**src/design/rxc_pkg.sv**
```systemverilog
// rxc_pkg: shared types, constants and key table for the record XOR codec.
// Used by rxc_front, rxc_fifo, rxc_back and record_xor_codec_with_checksum.
// No dependencies.
package rxc_pkg;

    // Item opcodes
    localparam logic OP_DATA = 1'b0;
    localparam logic OP_END  = 1'b1;

    // Configuration register indexes
    localparam logic [1:0] REG_RECORD_SIZE  = 2'd0;
    localparam logic [1:0] REG_CHECKSUM_KEY = 2'd1;
    localparam logic [1:0] REG_DIRECTION    = 2'd2;

    // Direction codes
    localparam logic DIR_DECODE = 1'b0;
    localparam logic DIR_ENCODE = 1'b1;

    // Checksum and queue constants
    localparam int unsigned KEY_SHIFT   = 9;
    localparam int unsigned QUEUE_DEPTH = 2;

    // Configuration registers as seen by the datapath
    typedef struct packed {
        logic [15:0] record_size;
        logic [15:0] checksum_key;
        logic        direction;
    } cfg_t;

    // One classified beat handed from front to back
    typedef struct packed {
        logic        is_end;
        logic [7:0]  out_byte;
        logic [7:0]  check_byte;
        logic [31:0] stored_checksum;
    } item_t;

    // Three-byte XOR key, indexed by phase
    function automatic logic [7:0] key_byte(input logic [1:0] phase);
        logic [7:0] k;
        begin
            case (phase)
                2'd0:    k = 8'hfc;
                2'd1:    k = 8'hcf;
                2'd2:    k = 8'hab;
                default: k = 8'hfc;
            endcase
            return k;
        end
    endfunction

    // Start value of the running sum
    function automatic logic [31:0] start_sum(input logic [15:0] key);
        begin
            return 32'(key) << KEY_SHIFT;
        end
    endfunction

endpackage

```
**src/design/record_xor_codec_with_checksum.sv**
```systemverilog
// Record XOR codec with keyed checksum: top level, configuration registers.
// Depends on rxc_pkg, rxc_front, rxc_fifo and rxc_back.
//
// One input beat (data byte or end of buffer) gives one result beat. The block
// accepts a beat every cycle while the queue is not full; a result passes from
// front classification into a two-entry queue, then through the checksum fold
// into the output register. The word fold in the back end is combinational and
// sets the rate at one beat per cycle while the output is not stalled. Write the
// configuration registers only while no beat is in flight.
module record_xor_codec_with_checksum #(
    parameter int RECORD_SIZE_BITS = 16
) (
    input  logic        clk,
    input  logic        rst_n,
    input  logic        cfg_write,
    input  logic [1:0]  cfg_index,
    input  logic [15:0] cfg_data,
    input  logic        in_valid,
    output logic        in_ready,
    input  logic        op,
    input  logic [7:0]  data_byte,
    input  logic [31:0] stored_checksum,
    output logic        out_valid,
    input  logic        out_ready,
    output logic [7:0]  out_byte,
    output logic        is_end,
    output logic [31:0] computed_checksum,
    output logic        checksum_ok
);

    rxc_pkg::cfg_t  cfg_reg;
    rxc_pkg::item_t push_item, pop_item;
    logic           push, pop, queue_full, queue_empty;

    // Configuration writes
    always_ff @(posedge clk or negedge rst_n)
    begin
        if (!rst_n)
        begin
            cfg_reg <= '0;
        end
        else if (cfg_write)
        begin
            case (cfg_index)
                rxc_pkg::REG_RECORD_SIZE:  cfg_reg.record_size  <= cfg_data;
                rxc_pkg::REG_CHECKSUM_KEY: cfg_reg.checksum_key <= cfg_data;
                rxc_pkg::REG_DIRECTION:    cfg_reg.direction    <= cfg_data[0];
                default:                   cfg_reg              <= cfg_reg;
            endcase
        end
    end

    rxc_front #(
        .RECORD_SIZE_BITS(RECORD_SIZE_BITS)
    ) u_front (
        .clk             (clk),
        .rst_n           (rst_n),
        .cfg             (cfg_reg),
        .in_valid        (in_valid),
        .in_ready        (in_ready),
        .op              (op),
        .data_byte       (data_byte),
        .stored_checksum (stored_checksum),
        .push            (push),
        .push_item       (push_item),
        .queue_full      (queue_full)
    );

    rxc_fifo u_fifo (
        .clk       (clk),
        .rst_n     (rst_n),
        .push      (push),
        .push_item (push_item),
        .full      (queue_full),
        .pop       (pop),
        .pop_item  (pop_item),
        .empty     (queue_empty)
    );

    rxc_back u_back (
        .clk               (clk),
        .rst_n             (rst_n),
        .cfg               (cfg_reg),
        .pop_item          (pop_item),
        .queue_empty       (queue_empty),
        .pop               (pop),
        .out_valid         (out_valid),
        .out_ready         (out_ready),
        .out_byte          (out_byte),
        .is_end            (is_end),
        .computed_checksum (computed_checksum),
        .checksum_ok       (checksum_ok)
    );

endmodule

```
**src/design/rxc_front.sv**
```systemverilog
// rxc_front: accepts input beats, tracks key phase and record position,
// and emits classified items into the queue. Depends on rxc_pkg.
module rxc_front #(
    parameter int RECORD_SIZE_BITS = 16
) (
    input  logic                clk,
    input  logic                rst_n,
    input  rxc_pkg::cfg_t       cfg,
    input  logic                in_valid,
    output logic                in_ready,
    input  logic                op,
    input  logic [7:0]          data_byte,
    input  logic [31:0]         stored_checksum,
    output logic                push,
    output rxc_pkg::item_t      push_item,
    input  logic                queue_full
);

    localparam int CMP_W = (RECORD_SIZE_BITS > 16) ? RECORD_SIZE_BITS : 16;

    logic [1:0]                  key_phase_reg, key_phase_next;
    logic [RECORD_SIZE_BITS-1:0] record_position_reg, record_position_next;

    logic [1:0]                  phase;
    logic [7:0]                  ob;
    logic [RECORD_SIZE_BITS-1:0] pos_inc;
    logic                        record_hit;
    logic                        accept;

    assign in_ready = !queue_full;
    assign accept   = in_valid && in_ready;
    assign push     = accept;

    // Classify the beat and apply the key
    always_comb
    begin
        phase      = (key_phase_reg < 2'd3) ? key_phase_reg : 2'd0;
        ob         = data_byte ^ rxc_pkg::key_byte(phase);
        pos_inc    = record_position_reg + 1'b1;
        record_hit = (cfg.record_size != 16'd0)
                  && (CMP_W'(pos_inc) == CMP_W'(cfg.record_size));

        push_item.is_end          = (op == rxc_pkg::OP_END);
        push_item.out_byte        = (op == rxc_pkg::OP_END) ? 8'd0 : ob;
        push_item.check_byte      = (cfg.direction == rxc_pkg::DIR_ENCODE) ? ob : data_byte;
        push_item.stored_checksum = stored_checksum;

        key_phase_next       = key_phase_reg;
        record_position_next = record_position_reg;
        if (op == rxc_pkg::OP_END)
        begin
            key_phase_next       = 2'd0;
            record_position_next = '0;
        end
        else if (record_hit)
        begin
            key_phase_next       = 2'd0;
            record_position_next = '0;
        end
        else
        begin
            key_phase_next       = (phase == 2'd2) ? 2'd0 : phase + 2'd1;
            record_position_next = pos_inc;
        end
    end

    // Advance phase and position on each accepted beat
    always_ff @(posedge clk or negedge rst_n)
    begin
        if (!rst_n)
        begin
            key_phase_reg       <= 2'd0;
            record_position_reg <= '0;
        end
        else if (accept)
        begin
            key_phase_reg       <= key_phase_next;
            record_position_reg <= record_position_next;
        end
    end

endmodule

```
**src/design/rxc_fifo.sv**
```systemverilog
// rxc_fifo: short queue of classified items between front and back.
// Depends on rxc_pkg for the item type and depth.
module rxc_fifo (
    input  logic            clk,
    input  logic            rst_n,
    input  logic            push,
    input  rxc_pkg::item_t  push_item,
    output logic            full,
    input  logic            pop,
    output rxc_pkg::item_t  pop_item,
    output logic            empty
);

    localparam int PTR_W = $clog2(rxc_pkg::QUEUE_DEPTH);
    localparam int CNT_W = $clog2(rxc_pkg::QUEUE_DEPTH + 1);

    rxc_pkg::item_t   mem_reg [rxc_pkg::QUEUE_DEPTH];
    logic [PTR_W-1:0] wr_ptr_reg, rd_ptr_reg;
    logic [CNT_W-1:0] count_reg;

    assign full     = (count_reg == CNT_W'(rxc_pkg::QUEUE_DEPTH));
    assign empty    = (count_reg == '0);
    assign pop_item = mem_reg[rd_ptr_reg];

    // Store incoming beat
    always_ff @(posedge clk)
    begin
        if (push)
        begin
            mem_reg[wr_ptr_reg] <= push_item;
        end
    end

    // Advance pointers and occupancy
    always_ff @(posedge clk or negedge rst_n)
    begin
        if (!rst_n)
        begin
            wr_ptr_reg <= '0;
            rd_ptr_reg <= '0;
            count_reg  <= '0;
        end
        else
        begin
            if (push)
            begin
                wr_ptr_reg <= (wr_ptr_reg == PTR_W'(rxc_pkg::QUEUE_DEPTH - 1))
                            ? '0 : wr_ptr_reg + 1'b1;
            end
            if (pop)
            begin
                rd_ptr_reg <= (rd_ptr_reg == PTR_W'(rxc_pkg::QUEUE_DEPTH - 1))
                            ? '0 : rd_ptr_reg + 1'b1;
            end
            if (push && !pop)
            begin
                count_reg <= count_reg + 1'b1;
            end
            else if (pop && !push)
            begin
                count_reg <= count_reg - 1'b1;
            end
        end
    end

endmodule

```
**src/design/rxc_back.sv**
```systemverilog
// rxc_back: packs check bytes into words, folds them into the keyed
// checksum and drives the registered result beat. Depends on rxc_pkg.
module rxc_back (
    input  logic            clk,
    input  logic            rst_n,
    input  rxc_pkg::cfg_t   cfg,
    input  rxc_pkg::item_t  pop_item,
    input  logic            queue_empty,
    output logic            pop,
    output logic            out_valid,
    input  logic            out_ready,
    output logic [7:0]      out_byte,
    output logic            is_end,
    output logic [31:0]     computed_checksum,
    output logic            checksum_ok
);

    logic [31:0] running_sum_reg, running_sum_next;
    logic        buffer_fresh_reg, buffer_fresh_next;
    logic [23:0] pending_bytes_reg, pending_bytes_next;
    logic [1:0]  byte_in_word_reg, byte_in_word_next;
    logic [2:0]  word_index_reg, word_index_next;

    logic        out_valid_reg;
    logic [7:0]  out_byte_reg, out_byte_next;
    logic        is_end_reg;
    logic [31:0] sum_out_reg, sum_out_next;
    logic        ok_reg, ok_next;

    logic [31:0] base, word, s1, s1_keyed, s2;

    assign pop = !queue_empty && (!out_valid_reg || out_ready);

    // Fold one beat into the checksum
    always_comb
    begin
        base     = buffer_fresh_reg ? rxc_pkg::start_sum(cfg.checksum_key) : running_sum_reg;
        word     = {pop_item.check_byte, pending_bytes_reg};
        s1       = ((cfg.checksum_key[0] ^ word_index_reg[0]) == 1'b0) ? (base ^ word)
                                                                     : (base + word);
        s1_keyed = s1 + {16'd0, cfg.checksum_key};
        s2       = word_index_reg[2] ? (s1 ^ (s1_keyed >> 5)) : (s1 ^ (s1_keyed >> 1));
        if (word_index_reg[1:0] != 2'd0)
        begin
            s2 = s1;
        end

        running_sum_next   = running_sum_reg;
        buffer_fresh_next  = buffer_fresh_reg;
        pending_bytes_next = pending_bytes_reg;
        byte_in_word_next  = byte_in_word_reg;
        word_index_next    = word_index_reg;
        out_byte_next      = pop_item.out_byte;
        sum_out_next       = base;
        ok_next            = 1'b0;

        if (pop_item.is_end)
        begin
            ok_next            = (cfg.checksum_key == 16'd0)
                              || (base == pop_item.stored_checksum);
            running_sum_next   = 32'd0;
            buffer_fresh_next  = 1'b1;
            pending_bytes_next = 24'd0;
            byte_in_word_next  = 2'd0;
            word_index_next    = 3'd0;
        end
        else
        begin
            buffer_fresh_next = 1'b0;
            if (byte_in_word_reg == 2'd3)
            begin
                running_sum_next   = s2;
                pending_bytes_next = 24'd0;
                byte_in_word_next  = 2'd0;
                word_index_next    = word_index_reg + 3'd1;
            end
            else
            begin
                running_sum_next  = base;
                byte_in_word_next = byte_in_word_reg + 2'd1;
                case (byte_in_word_reg)
                    2'd0:    pending_bytes_next[7:0]   = pop_item.check_byte;
                    2'd1:    pending_bytes_next[15:8]  = pop_item.check_byte;
                    2'd2:    pending_bytes_next[23:16] = pop_item.check_byte;
                    default: pending_bytes_next        = pending_bytes_reg;
                endcase
            end
            sum_out_next = running_sum_next;
        end
    end

    // Hold checksum state
    always_ff @(posedge clk or negedge rst_n)
    begin
        if (!rst_n)
        begin
            running_sum_reg   <= 32'd0;
            buffer_fresh_reg  <= 1'b1;
            pending_bytes_reg <= 24'd0;
            byte_in_word_reg  <= 2'd0;
            word_index_reg    <= 3'd0;
        end
        else if (pop)
        begin
            running_sum_reg   <= running_sum_next;
            buffer_fresh_reg  <= buffer_fresh_next;
            pending_bytes_reg <= pending_bytes_next;
            byte_in_word_reg  <= byte_in_word_next;
            word_index_reg    <= word_index_next;
        end
    end

    // Result beat valid
    always_ff @(posedge clk or negedge rst_n)
    begin
        if (!rst_n)
        begin
            out_valid_reg <= 1'b0;
        end
        else if (pop)
        begin
            out_valid_reg <= 1'b1;
        end
        else if (out_ready)
        begin
            out_valid_reg <= 1'b0;
        end
    end

    // Result beat payload
    always_ff @(posedge clk)
    begin
        if (pop)
        begin
            out_byte_reg <= out_byte_next;
            is_end_reg   <= pop_item.is_end;
            sum_out_reg  <= sum_out_next;
            ok_reg       <= ok_next;
        end
    end

    assign out_valid         = out_valid_reg;
    assign out_byte          = out_byte_reg;
    assign is_end            = is_end_reg;
    assign computed_checksum = sum_out_reg;
    assign checksum_ok       = ok_reg;

endmodule
```
**config.mk**
```make
export PLATFORM = sky130hd
export DESIGN_NAME = record_xor_codec_with_checksum
export DESIGN_NICKNAME = d
export VERILOG_FILES = /design/src/design/rxc_pkg.sv /design/src/design/record_xor_codec_with_checksum.sv /design/src/design/rxc_front.sv /design/src/design/rxc_fifo.sv /design/src/design/rxc_back.sv
export SDC_FILE = /design/constraint.sdc
export NUM_CORES = 1
export LEC_CHECK = 0
export BUFFER_PORTS_ARGS = -buffer_cell sky130_fd_sc_hd__buf_4
export CORE_UTILIZATION = 25
export DETAILED_ROUTE_END_ITERATION = 10
export PLACE_DENSITY = 0.53
export SYNTH_ARGS = -nofsm -noshare
export SYNTH_HDL_FRONTEND = slang
export SYNTH_SLANG_ARGS = --single-unit
```
**constraint.sdc**
```tcl
create_clock -name clk -period 5.65 [get_ports clk]
set_clock_uncertainty 0.05 [all_clocks]
set_input_delay 0.565 -clock clk [delete_from_list [all_inputs] [get_ports clk]]
set_output_delay 0.565 -clock clk [all_outputs]
set_load 0.05 [all_outputs]
```
==> results of run 1 <==
path summary, 6_finish.rpt:
| path | from | endpoint |
|---|---|---|
| max reg2reg | u_back.buffer_fresh_reg$_DFFE_PN1P_ | u_back.running_sum_reg[17]$_DFFE_PN0P_ |
| min in group asynchronous | rst_n | u_front.record_position_reg[11]$_DFFE_PN0P_ |
| min reg2reg | u_back.running_sum_reg[0]$_DFFE_PN0P_ | u_back.running_sum_reg[0]$_DFFE_PN0P_ |
| min | stored_checksum[15] | u_fifo.mem_reg[0][15]$_DFFE_PP_ |
| max | u_back.buffer_fresh_reg$_DFFE_PN1P_ | u_back.running_sum_reg[17]$_DFFE_PN0P_ |
| max in group asynchronous | rst_n | u_fifo.rd_ptr_reg$_DFFE_PN0P_ |
worst max-delay path, stage by stage (launching register included):
cell	delay, ns
dfstp_2	0.65
nor2b_1	0.10
xor2_1	0.24
ha_2	0.30
a21boi_1	0.10
o32ai_2	0.27
a31o_2	0.18
and2_4	0.16
nand3_1	0.09
o21ai_0	0.10
xor2_1	0.25
ha_1	0.33
o21a_1	0.13
o21ai_1	0.12
nand2b_1	0.10
and3_1	0.19
a211o_1	0.30
a41oi_2	0.25
buf_4	0.17
nor3_1	0.05
xnor2_1	0.17
buf_4	0.17
buf_4	0.12
o2111ai_1	0.20
xor2_1	0.18
buf_4	0.15
nor2_1	0.04
o31ai_1	0.27
cell families (layout without fill, tap and decap cells):
logic type | Yosys count | in the layout | share of synthesized area
xor+xnor | 160 | 160 | 0.09022
buf+inv | 112 | 322 | 0.02885
flops | 258 | 258 | 0.4584
simple gates | 432 | 432 | 0.1363
compound gates | 366 | 366 | 0.1591
fa+ha+maj | 61 | 61 | 0.04920
other cells | 0 | 2 | 0
mux | 114 | 114 | 0.07788
routing by layer:
layer / up-vias / GRT usage / routed length [um]
met2: 353 / 0.2781 / 25250
met3: 77 / 0.02259 / 2743
met5: - / 0 / 0
li1: 5962 / - / -
met1: 6394 / 0.2225 / 23840
met4: 0 / 0.04242 / 1533
final cells by class:
class	count	area, um2	area share
clock inverters	22	281.5	0.01450
multi-input cells	1133	8258	0.4254
inverters	33	123.9	0.006382
well taps	837	1047	0.05395
diodes	2	5.005	0.0002578
flip-flops and latches	258	7159	0.3689
repair buffers	235	1778	0.09160
clock buffers	32	757.0	0.03900
metrics by stage:
stage | instances | utilization | TNS (ns)
final | 2552 | 0.3145 | 0
after global routing | 2550 | 0.3144 | -0.4304
after CTS | 2540 | 0.3098 | 0
after detailed placement | 2484 | 0.2923 | -0.3746
after global placement | 2484 | 0.2923 | -0.2877
after floorplan | 1503 | - | 0
power by group through the flow:
stage / Sequential, mW / Clock (mW) / Combinational, mW
floorplan: 3.35 / 0 / 3.73
global placement: 3.01 / 0 / 6.62
detailed placement: 3.01 / 0 / 6.65
CTS: 2.98 / 2.10 / 6.71
global route: 3.04 / 2.18 / 7.38
finish: 2.98 / 2.06 / 6.87
cell usage in the layout (no fill, tap or decap), drive strengths merged, types with 18 or more instances in the layout:
master,count
nor4,18
xnor2,95
nand3,26
a32o,30
inv,33
nand2,160
clkbuf,32
nand4,25
mux2,60
buf,234
xor2,65
nor2,94
dfrtp,117
ha,59
and3,20
edfxtp,140
mux2i,54
a21oi,71
o21ai,119
what timing repair did:
action                                 CTS  global route
resized for setup                        4            52
hold buffers                             1             0
buffers inserted                         1            10
pin swaps                                2            19
setup endpoints to repair                5            44
endpoints found under the hold margin   49             0
==> impl_metrics.tcl, run 1 <==
set metrics [dict create \
    yosysMostFrequentCell "nand2_1" \
    min_period_ns 5.536 \
    ys_seq_elements 258 \
    ys_warn_count 0 \
    io_pins 108 \
    largest_reg_flops 98 \
    fillers 6382 \
    worst_pin_slew_ns 1.138 \
    setup_viol 0 \
    p_sw_frac 0.4597 \
    netlist_instances 1503 \
    dieArea_mm2 0.06346 \
    die_h_um 251.9 \
    grt_pass1_wl_um 79800 \
    placed_area_mm2 0.01804 \
    port-buffer-count 107 \
    async_reset_ff_frac 0.4574 \
    num_rows 91 \
    fin_crit_sh 0.9798 \
    setup_ws_ns 0.1144 \
    intPower_mw 6.433 \
    yosysSeqAreaShare 0.4584 \
    core_mm2 0.06171 \
    layout-drive-gt1-share 0.2440 \
    cts_tree "done" \
    avgSynthCellArea_um2 10.39 \
    ys_dominant_reg_cell "edfxtp_1" \
    clock-sinks 258 \
    syn-num-nets 1627 \
    stdcell_area_mm2 0.01941 \
    clockBufferDepth 3 \
    synth_common_cells "159 x nand2_1, 140 x edfxtp_1, 117 x dfrtp_1" \
    hold_depth 1 \
    final_max_slew_viol_count 0 \
    routed_wl_um 53370 \
    min_path_type "in -> reg" \
    power_frac_seq 0.251 \
    place_congestion 0.9525 \
    drv_cap 0 \
    status "finished, final reports clean" \
    netlist_top_cells_area "edfxtp_1 27%, dfrtp_1 19%, xnor2_1 5.3%, ha_1 4.7%, mux2_2 4.3%" \
    syn_to_final_growth_pct 24.30 \
    rr_worst_depth 27 \
    clkPwrFrac 0.173 \
    initial_core_util 0.2530 \
    crit_arrival_ns 5.96 \
    antenna_left 0 \
    antenna_found_initial 1 \
    start_kind "flop" \
    synth_top_area_share 0.2692 \
    dp_slack_ns -0.2228 \
    fmax_mhz 180.6 \
    synth_edf_count 140 \
    critical_path_required_ns 6.07 \
    nets 1814 \
    p_switching_mw 5.473 \
    die_w_um 251.9 \
    overflow 0 \
    grt_pass1_vias 12693 \
    leakage_nw 7.730 \
    drtIter0Drc 897 \
    hold_viol 0 \
    via_per_inst 5.010 \
    crit_fanout 8 \
    num_vias 12786 \
    ctsRootBufferMaster "clkbuf_16" \
    gr-usage-all-layers 0.1654 \
    wl_per_cell_um 20.91 \
    powerDensity_mw_per_mm2 613.4 \
    rsz0062_at_grt "yes" \
    fin_hold_ws_ns 0.1136 \
    totalPowerFinal_mw 11.91 \
    crit_path_end_kind "flop" \
    numCtsBuffers 29 \
    netlist_area_mm2 0.01561 \
    yosysUniqueCellTypes 87 \
    critical_path_class "reg -> reg" \
    htree_num_levels 1 \
    slew-limit-headroom 0.2336 \
    synth_top_area_cell "edfxtp_1" \
    dp_hpwl_um 41670 \
    drc_errors 0 \
    clkTransAtPathRegs_ns 0.06 \
    power_frac_comb 0.577 \
    drt_first_pass_iters 5 \
    reg2reg_slack_ns 0.11 \
    ir_drop_uv 449.2 \
    grt_max_degree 70 \
    worstSkewPairLatency_ns 0.59 \
]
Power figures use the tool's default switching activity.
==> run 2: changes to the inputs <==
Settings changed: GPL_ROUTABILITY_DRIVEN set to 0, PLACE_DENSITY 0.53 to 0.39.
==> impl_metrics.tcl, run 2 (synthesis gave the netlist of run 1 again) <==
set metrics [dict create \
    routed_wl_um 56450 \
    drc_errors 0 \
    htree_num_levels 2 \
    overflow 0 \
    fmax_mhz 182.9 \
    dp_hpwl_um 43900 \
    final_cell_mix "264 x buf_4, 157 x nand2_1, 140 x edfxtp_1" \
    layout_commonest_cell "buf_4" \
    intPower_mw 6.576 \
    grt_max_degree 59 \
    antenna_found_initial 2 \
    start_kind "flop" \
    io_pins 108 \
    placed_area_mm2 0.01827 \
    fin_crit_sh 0.9679 \
    via_per_inst 4.867 \
    crit_path_end_kind "flop" \
    min_path_type "in -> reg" \
    power_frac_seq 0.243 \
    drtIter0Drc 784 \
    min_period_ns 5.469 \
    hold_viol 0 \
    dieArea_mm2 0.06346 \
    gr-usage-all-layers 0.1780 \
    initial_core_util 0.2530 \
    final_max_slew_viol_count 0 \
    drv_cap 0 \
    num_rows 91 \
    die_h_um 251.9 \
    clockBufferDepth 3 \
    clkTransAtPathRegs_ns 0.06 \
    port-buffer-count 107 \
    nets 1853 \
    largest_reg_flops 98 \
    antenna_left 0 \
    crit_arrival_ns 5.81 \
    stdcell_area_mm2 0.01990 \
    cts_tree "done" \
    crit_fanout 17 \
    numCtsBuffers 34 \
    syn_to_final_growth_pct 27.47 \
    power_frac_comb 0.595 \
    setup_ws_ns 0.1811 \
    clock-sinks 258 \
    dp_slack_ns -0.2163 \
    num_vias 12620 \
    cp_slowest_cell "dfstp_2" \
    drt_first_pass_iters 5 \
    critical_path_class "reg -> reg" \
    critical_path_required_ns 5.99 \
    core_mm2 0.06171 \
    status "finished, final reports clean" \
    grt_pass1_vias 12876 \
    path_cells "buf_6 > buf_4 > mux2_2 > ha_1 > a21oi_1 > o21ai_0 > a22oi_2 > o41ai_1 > o21a_1 > a2111oi_4 > nand4_1 > buf_6 > or4_1 > o211ai_1 > xor2_2 > nor2_1 > a21oi_1" \
    setup_tns_ns 0 \
    ctsRootBufferMaster "clkbuf_16" \
    setup_viol 0 \
    worst_pin_slew_ns 1.119 \
    worstSkewPairLatency_ns 0.54 \
    stdcell_count 2593 \
    rsz0062_at_grt "yes" \
    grt_pass1_wl_um 84410 \
    p_sw_frac 0.4660 \
    max_stage_delay_ns 0.68 \
    final_util 0.3225 \
    ir_drop_uv 349.9 \
    leakage_nw 7.923 \
    layout-drive-gt1-share 0.2765 \
    place_inst 2515 \
    p_switching_mw 5.739 \
    powerDensity_mw_per_mm2 618.7 \
    clkPwrFrac 0.162 \
    slew-limit-headroom 0.2463 \
    die_w_um 251.9 \
    wl_per_cell_um 21.77 \
]
-- run 2: cell count changes in the layout (fill, tap and decap cells not counted), moves of 5 or more --
cell       change
xnor2_2        +5
xnor2_1        -6
clkbuf_1      +10
bufinv_16      -6
buf_4         +32
clkbuf_16      +5
ha_1           -6
-- run 2: cell type report --
type / instances / area [um2]
Tap cell: 837 / 1047
Fill cell: 6414 / 41810
Sequential cell: 258 / 7159
Inverter: 33 / 125.1
Clock inverter: 14 / 98.84
Antenna cell: 2 / 5.005
Multi-Input combinational cell: 1133 / 8503
Timing Repair Buffer: 269 / 2046
Clock buffer: 47 / 919.6
-- run 2: what timing repair did --
item / in CTS / in global routing
gates resized for setup: 9 / 94
endpoints found under the hold margin: 7 / 0
hold buffers: 1 / 0
setup endpoints to repair: 9 / 44
setup buffers: 0 / 14
pin swaps: 1 / 34
-- run 2: worst paths after layout --
kind,from,to,slack [ns],cells after the start
worst max register to register,u_back.buffer_fresh_reg$_DFFE_PN1P_,u_back.computed_checksum[22]$_DFFE_PP_,0.18,17
worst min register to register,u_back.running_sum_reg[5]$_DFFE_PN0P_,u_back.running_sum_reg[5]$_DFFE_PN0P_,0.43,2
worst min-delay path,stored_checksum[16],u_fifo.mem_reg[1][16]$_DFFE_PP_,0.15,1
worst max-delay path,u_back.buffer_fresh_reg$_DFFE_PN1P_,u_back.computed_checksum[22]$_DFFE_PP_,0.18,17
max in group asynchronous,rst_n,u_back.running_sum_reg[25]$_DFFE_PN0P_,3.95,3
min in group asynchronous,rst_n,u_front.record_position_reg[8]$_DFFE_PN0P_,0.52,2
-- run 2: metrics by stage --
step | hold WS (ns) | total power, mW
floorplan | 0.2194 | 7.084
global placement | 0.4064 | 10.01
detailed placement | 0.4126 | 9.984
CTS | 0.1230 | 12.09
global route | 0.1290 | 13.05
finish | 0.1529 | 12.31
-- run 2: per-layer routing --
metal	vias up	wire, um	track usage
met2	223	27030	0.2985
met1	6321	26170	0.2416
li1	6025	-	-
met5	-	0	0
met4	0	1358	0.04312
met3	51	1896	0.02270
-- run 2: power groups by stage --
stage | sequential [mW] | clock [mW] | combinational (mW)
2_1_floorplan | 3.35 | 0 | 3.73
3_3_place_gp | 3.03 | 0 | 6.98
3_5_place_dp | 3.03 | 0 | 6.95
4_1_cts | 3.00 | 2.05 | 7.03
5_1_grt | 3.06 | 2.12 | 7.87
6_report | 3.00 | 1.99 | 7.33
-- run 2: critical path, delay by kind of cell (launching register included) --
kind | cells | cell delay [ns]
buffers and inverters | 3 | 0.69
flip-flops | 1 | 0.68
multiplexers | 1 | 0.44
adder cells (fa/ha/maj) | 1 | 0.41
AO/OA/AOI/OAI | 8 | 1.90
AND/OR/NAND/NOR | 3 | 0.83
XOR/XNOR | 1 | 0.30
==> run 3: changes to the inputs <==
Settings changed: ABC_AREA set to 1.
==> impl_metrics.tcl, run 3 <==
set metrics [dict create \
    drv_cap 0 \
    stdcell_area_mm2 0.01910 \
    cts_tree "done" \
    place_inst 2906 \
    avgSynthCellArea_um2 8.150 \
    die_w_um 256.1 \
    start_kind "flop" \
    cp_slowest_cell "dfstp_2" \
    synth_top_area_cell "edfxtp_1" \
    timing.rr.start "u_back.buffer_fresh_reg$_DFFE_PN1P_" \
    min_path_type "in -> reg" \
    htree_num_levels 1 \
    final_util 0.3011 \
    min_period_ns 5.194 \
    yosysSeqAreaShare 0.4436 \
    ys_dominant_reg_cell "edfxtp_1" \
    nets 2220 \
    initial_core_util 0.2544 \
    async_reset_ff_frac 0.4574 \
    critical_path_class "reg -> reg" \
    hold_start "stored_checksum[10]" \
    cpMostUsedCell "nand2_1" \
    overflow 0 \
    clkTransAtPathRegs_ns 0.06 \
    ys_warn_count 0 \
    stdcell_count 2966 \
    diodes 0 \
    fin_crit_sh 0.9192 \
    numCtsBuffers 31 \
    fmax_mhz 192.5 \
    syn_to_final_growth_pct 18.35 \
    core_mm2 0.06343 \
    netlist_area_mm2 0.01614 \
    status "finished, final reports clean" \
    max_stage_delay_ns 0.57 \
    netlist_top_cells_area "edfxtp_1 26%, dfrtp_1 18%, nand2_1 13%, inv_1 5.1%, o21ai_0 4.6%" \
    synth_edf_count 140 \
    io_pins 108 \
    crit_fanout 7 \
    drtIter0Drc 912 \
    reg2reg_slack_ns 0.46 \
    critical_path_required_ns 5.88 \
    worst_pin_slew_ns 1.174 \
    dieArea_mm2 0.06557 \
    die_h_um 256.1 \
    largest_reg_flops 98 \
    dp_hpwl_um 42360 \
    final_max_slew_viol_count 0 \
    hold_viol 0 \
    synth_common_cells "553 x nand2_1, 221 x inv_1, 149 x o21ai_0" \
    grt_max_degree 70 \
    ctsRootBufferMaster "clkbuf_16" \
    layout-drive-gt1-share 0.1552 \
    netlist_instances 1980 \
    antenna_left 0 \
    yosysUniqueCellTypes 56 \
    synth_top_area_share 0.2605 \
    ys_seq_elements 258 \
    port-buffer-count 107 \
    drt_first_pass_iters 5 \
    clock-sinks 258 \
    crit_arrival_ns 5.42 \
    wl_per_cell_um 18.44 \
    setup_tns_ns 0 \
    totalPowerFinal_mw 13.07 \
    grt_pass1_wl_um 82680 \
    dp_slack_ns 0.2394 \
    rsz0062_at_grt "no" \
    placed_area_mm2 0.01802 \
    r2r-end "u_back.computed_checksum[15]$_DFFE_PP_" \
    routed_wl_um 54690 \
    layout_commonest_cell "nand2_1" \
    yosysMostFrequentCell "nand2_1" \
    ir_drop_uv 267.1 \
    grt_pass1_vias 13449 \
    setup_viol 0 \
    leakage_nw 8.769 \
    num_vias 13440 \
    slew-limit-headroom 0.2090 \
    crit_path_end_kind "flop" \
    min_to "u_fifo.mem_reg[0][10]$_DFFE_PP_" \
    fillers 6715 \
    drc_errors 0 \
    final_cell_mix "553 x nand2_1, 221 x inv_1, 148 x o21ai_0" \
    gr-usage-all-layers 0.1643 \
    clockBufferDepth 3 \
    hold_depth 1 \
    num_rows 92 \
    worstSkewPairLatency_ns 0.59 \
    powerDensity_mw_per_mm2 684.1 \
    fin_hold_ws_ns 0.1052 \
    rr_worst_depth 28 \
    antenna_found_initial 0 \
    setup_ws_ns 0.4565 \
    via_per_inst 4.531 \
    syn-num-nets 2104 \
]
==> run 3: changes by cell type in the layout (fill, tap and decap cells not counted), moves of 45 or more <==
cell     before  now
buf_4       264  139
inv_1        30  221
nand2_1     157  553
nand3_1      25  108
o21ai_0     103  148
xnor2_1      87   25
==> run 3: layout make-up <==
| type | count | area, um2 | share of cell area |
|---|---|---|---|
| clock buffers | 39 | 815.8 | 0.04271 |
| repair buffers | 140 | 1054 | 0.05516 |
| well taps | 846 | 1059 | 0.05542 |
| flip-flops and latches | 258 | 7159 | 0.3748 |
| inverters | 231 | 867.1 | 0.04540 |
| clock inverters | 18 | 195.2 | 0.01022 |
| multi-input cells | 1434 | 7950 | 0.4162 |
==> run 3: worst max-delay path by stage <==
stage                                              from                                endpoint  depth (start not counted)
global placement    u_back.buffer_fresh_reg$_DFFE_PN1P_  u_back.computed_checksum[15]$_DFFE_PP_                         28
CTS                 u_back.buffer_fresh_reg$_DFFE_PN1P_  u_back.computed_checksum[24]$_DFFE_PP_                         30
detailed placement  u_back.buffer_fresh_reg$_DFFE_PN1P_  u_back.computed_checksum[24]$_DFFE_PP_                         30
floorplan           u_back.buffer_fresh_reg$_DFFE_PN1P_  u_back.computed_checksum[24]$_DFFE_PP_                         29
finish              u_back.buffer_fresh_reg$_DFFE_PN1P_  u_back.computed_checksum[15]$_DFFE_PP_                         28
global route        u_back.buffer_fresh_reg$_DFFE_PN1P_  u_back.computed_checksum[15]$_DFFE_PP_                         28
==> run 3: logic make-up (layout without fill, tap and decap cells) <==
| group | after synthesis | in the layout | synth area share |
|---|---|---|---|
| and+or+nand+nor | 934 | 934 | 0.2599 |
| AOI/OAI and AO/OA | 299 | 299 | 0.1000 |
| buffers and inverters | 288 | 428 | 0.06838 |
| DFF | 258 | 258 | 0.4436 |
| xor gates and xnor gates | 108 | 108 | 0.05908 |
| adders and majority gates | 60 | 60 | 0.04698 |
| muxes | 33 | 33 | 0.02210 |
==> run 3: repair_timing <==
item	4_1_cts	5_1_grt
endpoints found under the hold margin	16	0
setup endpoints to repair	0	14
hold buffers	1	0
gates resized for setup	0	8
setup buffers	0	2
==> run 3: where the power goes <==
group / switching, mW / internal, mW / total [mW]
Clock: 0.835 / 1.20 / 2.03
Combinational: 5.48 / 2.48 / 7.96
Sequential: 0.354 / 2.72 / 3.08
Total: 6.67 / 6.40 / 13.1
==> run 3: critical path, delay by kind of cell (launching register included) <==
family | cells | cell delay, ns
simple gates | 16 | 1.82
fa+ha+maj | 2 | 0.81
compound gates | 5 | 0.72
flops | 1 | 0.57
buf+inv | 3 | 0.47
xor+xnor | 2 | 0.44
==> run 3: per-layer routing <==
layer / GRT usage / routed length (um)
met4: 0.06271 / 2130
met3: 0.02099 / 1948
met2: 0.2783 / 26120
met1: 0.2120 / 24490
met5: 0 / 0
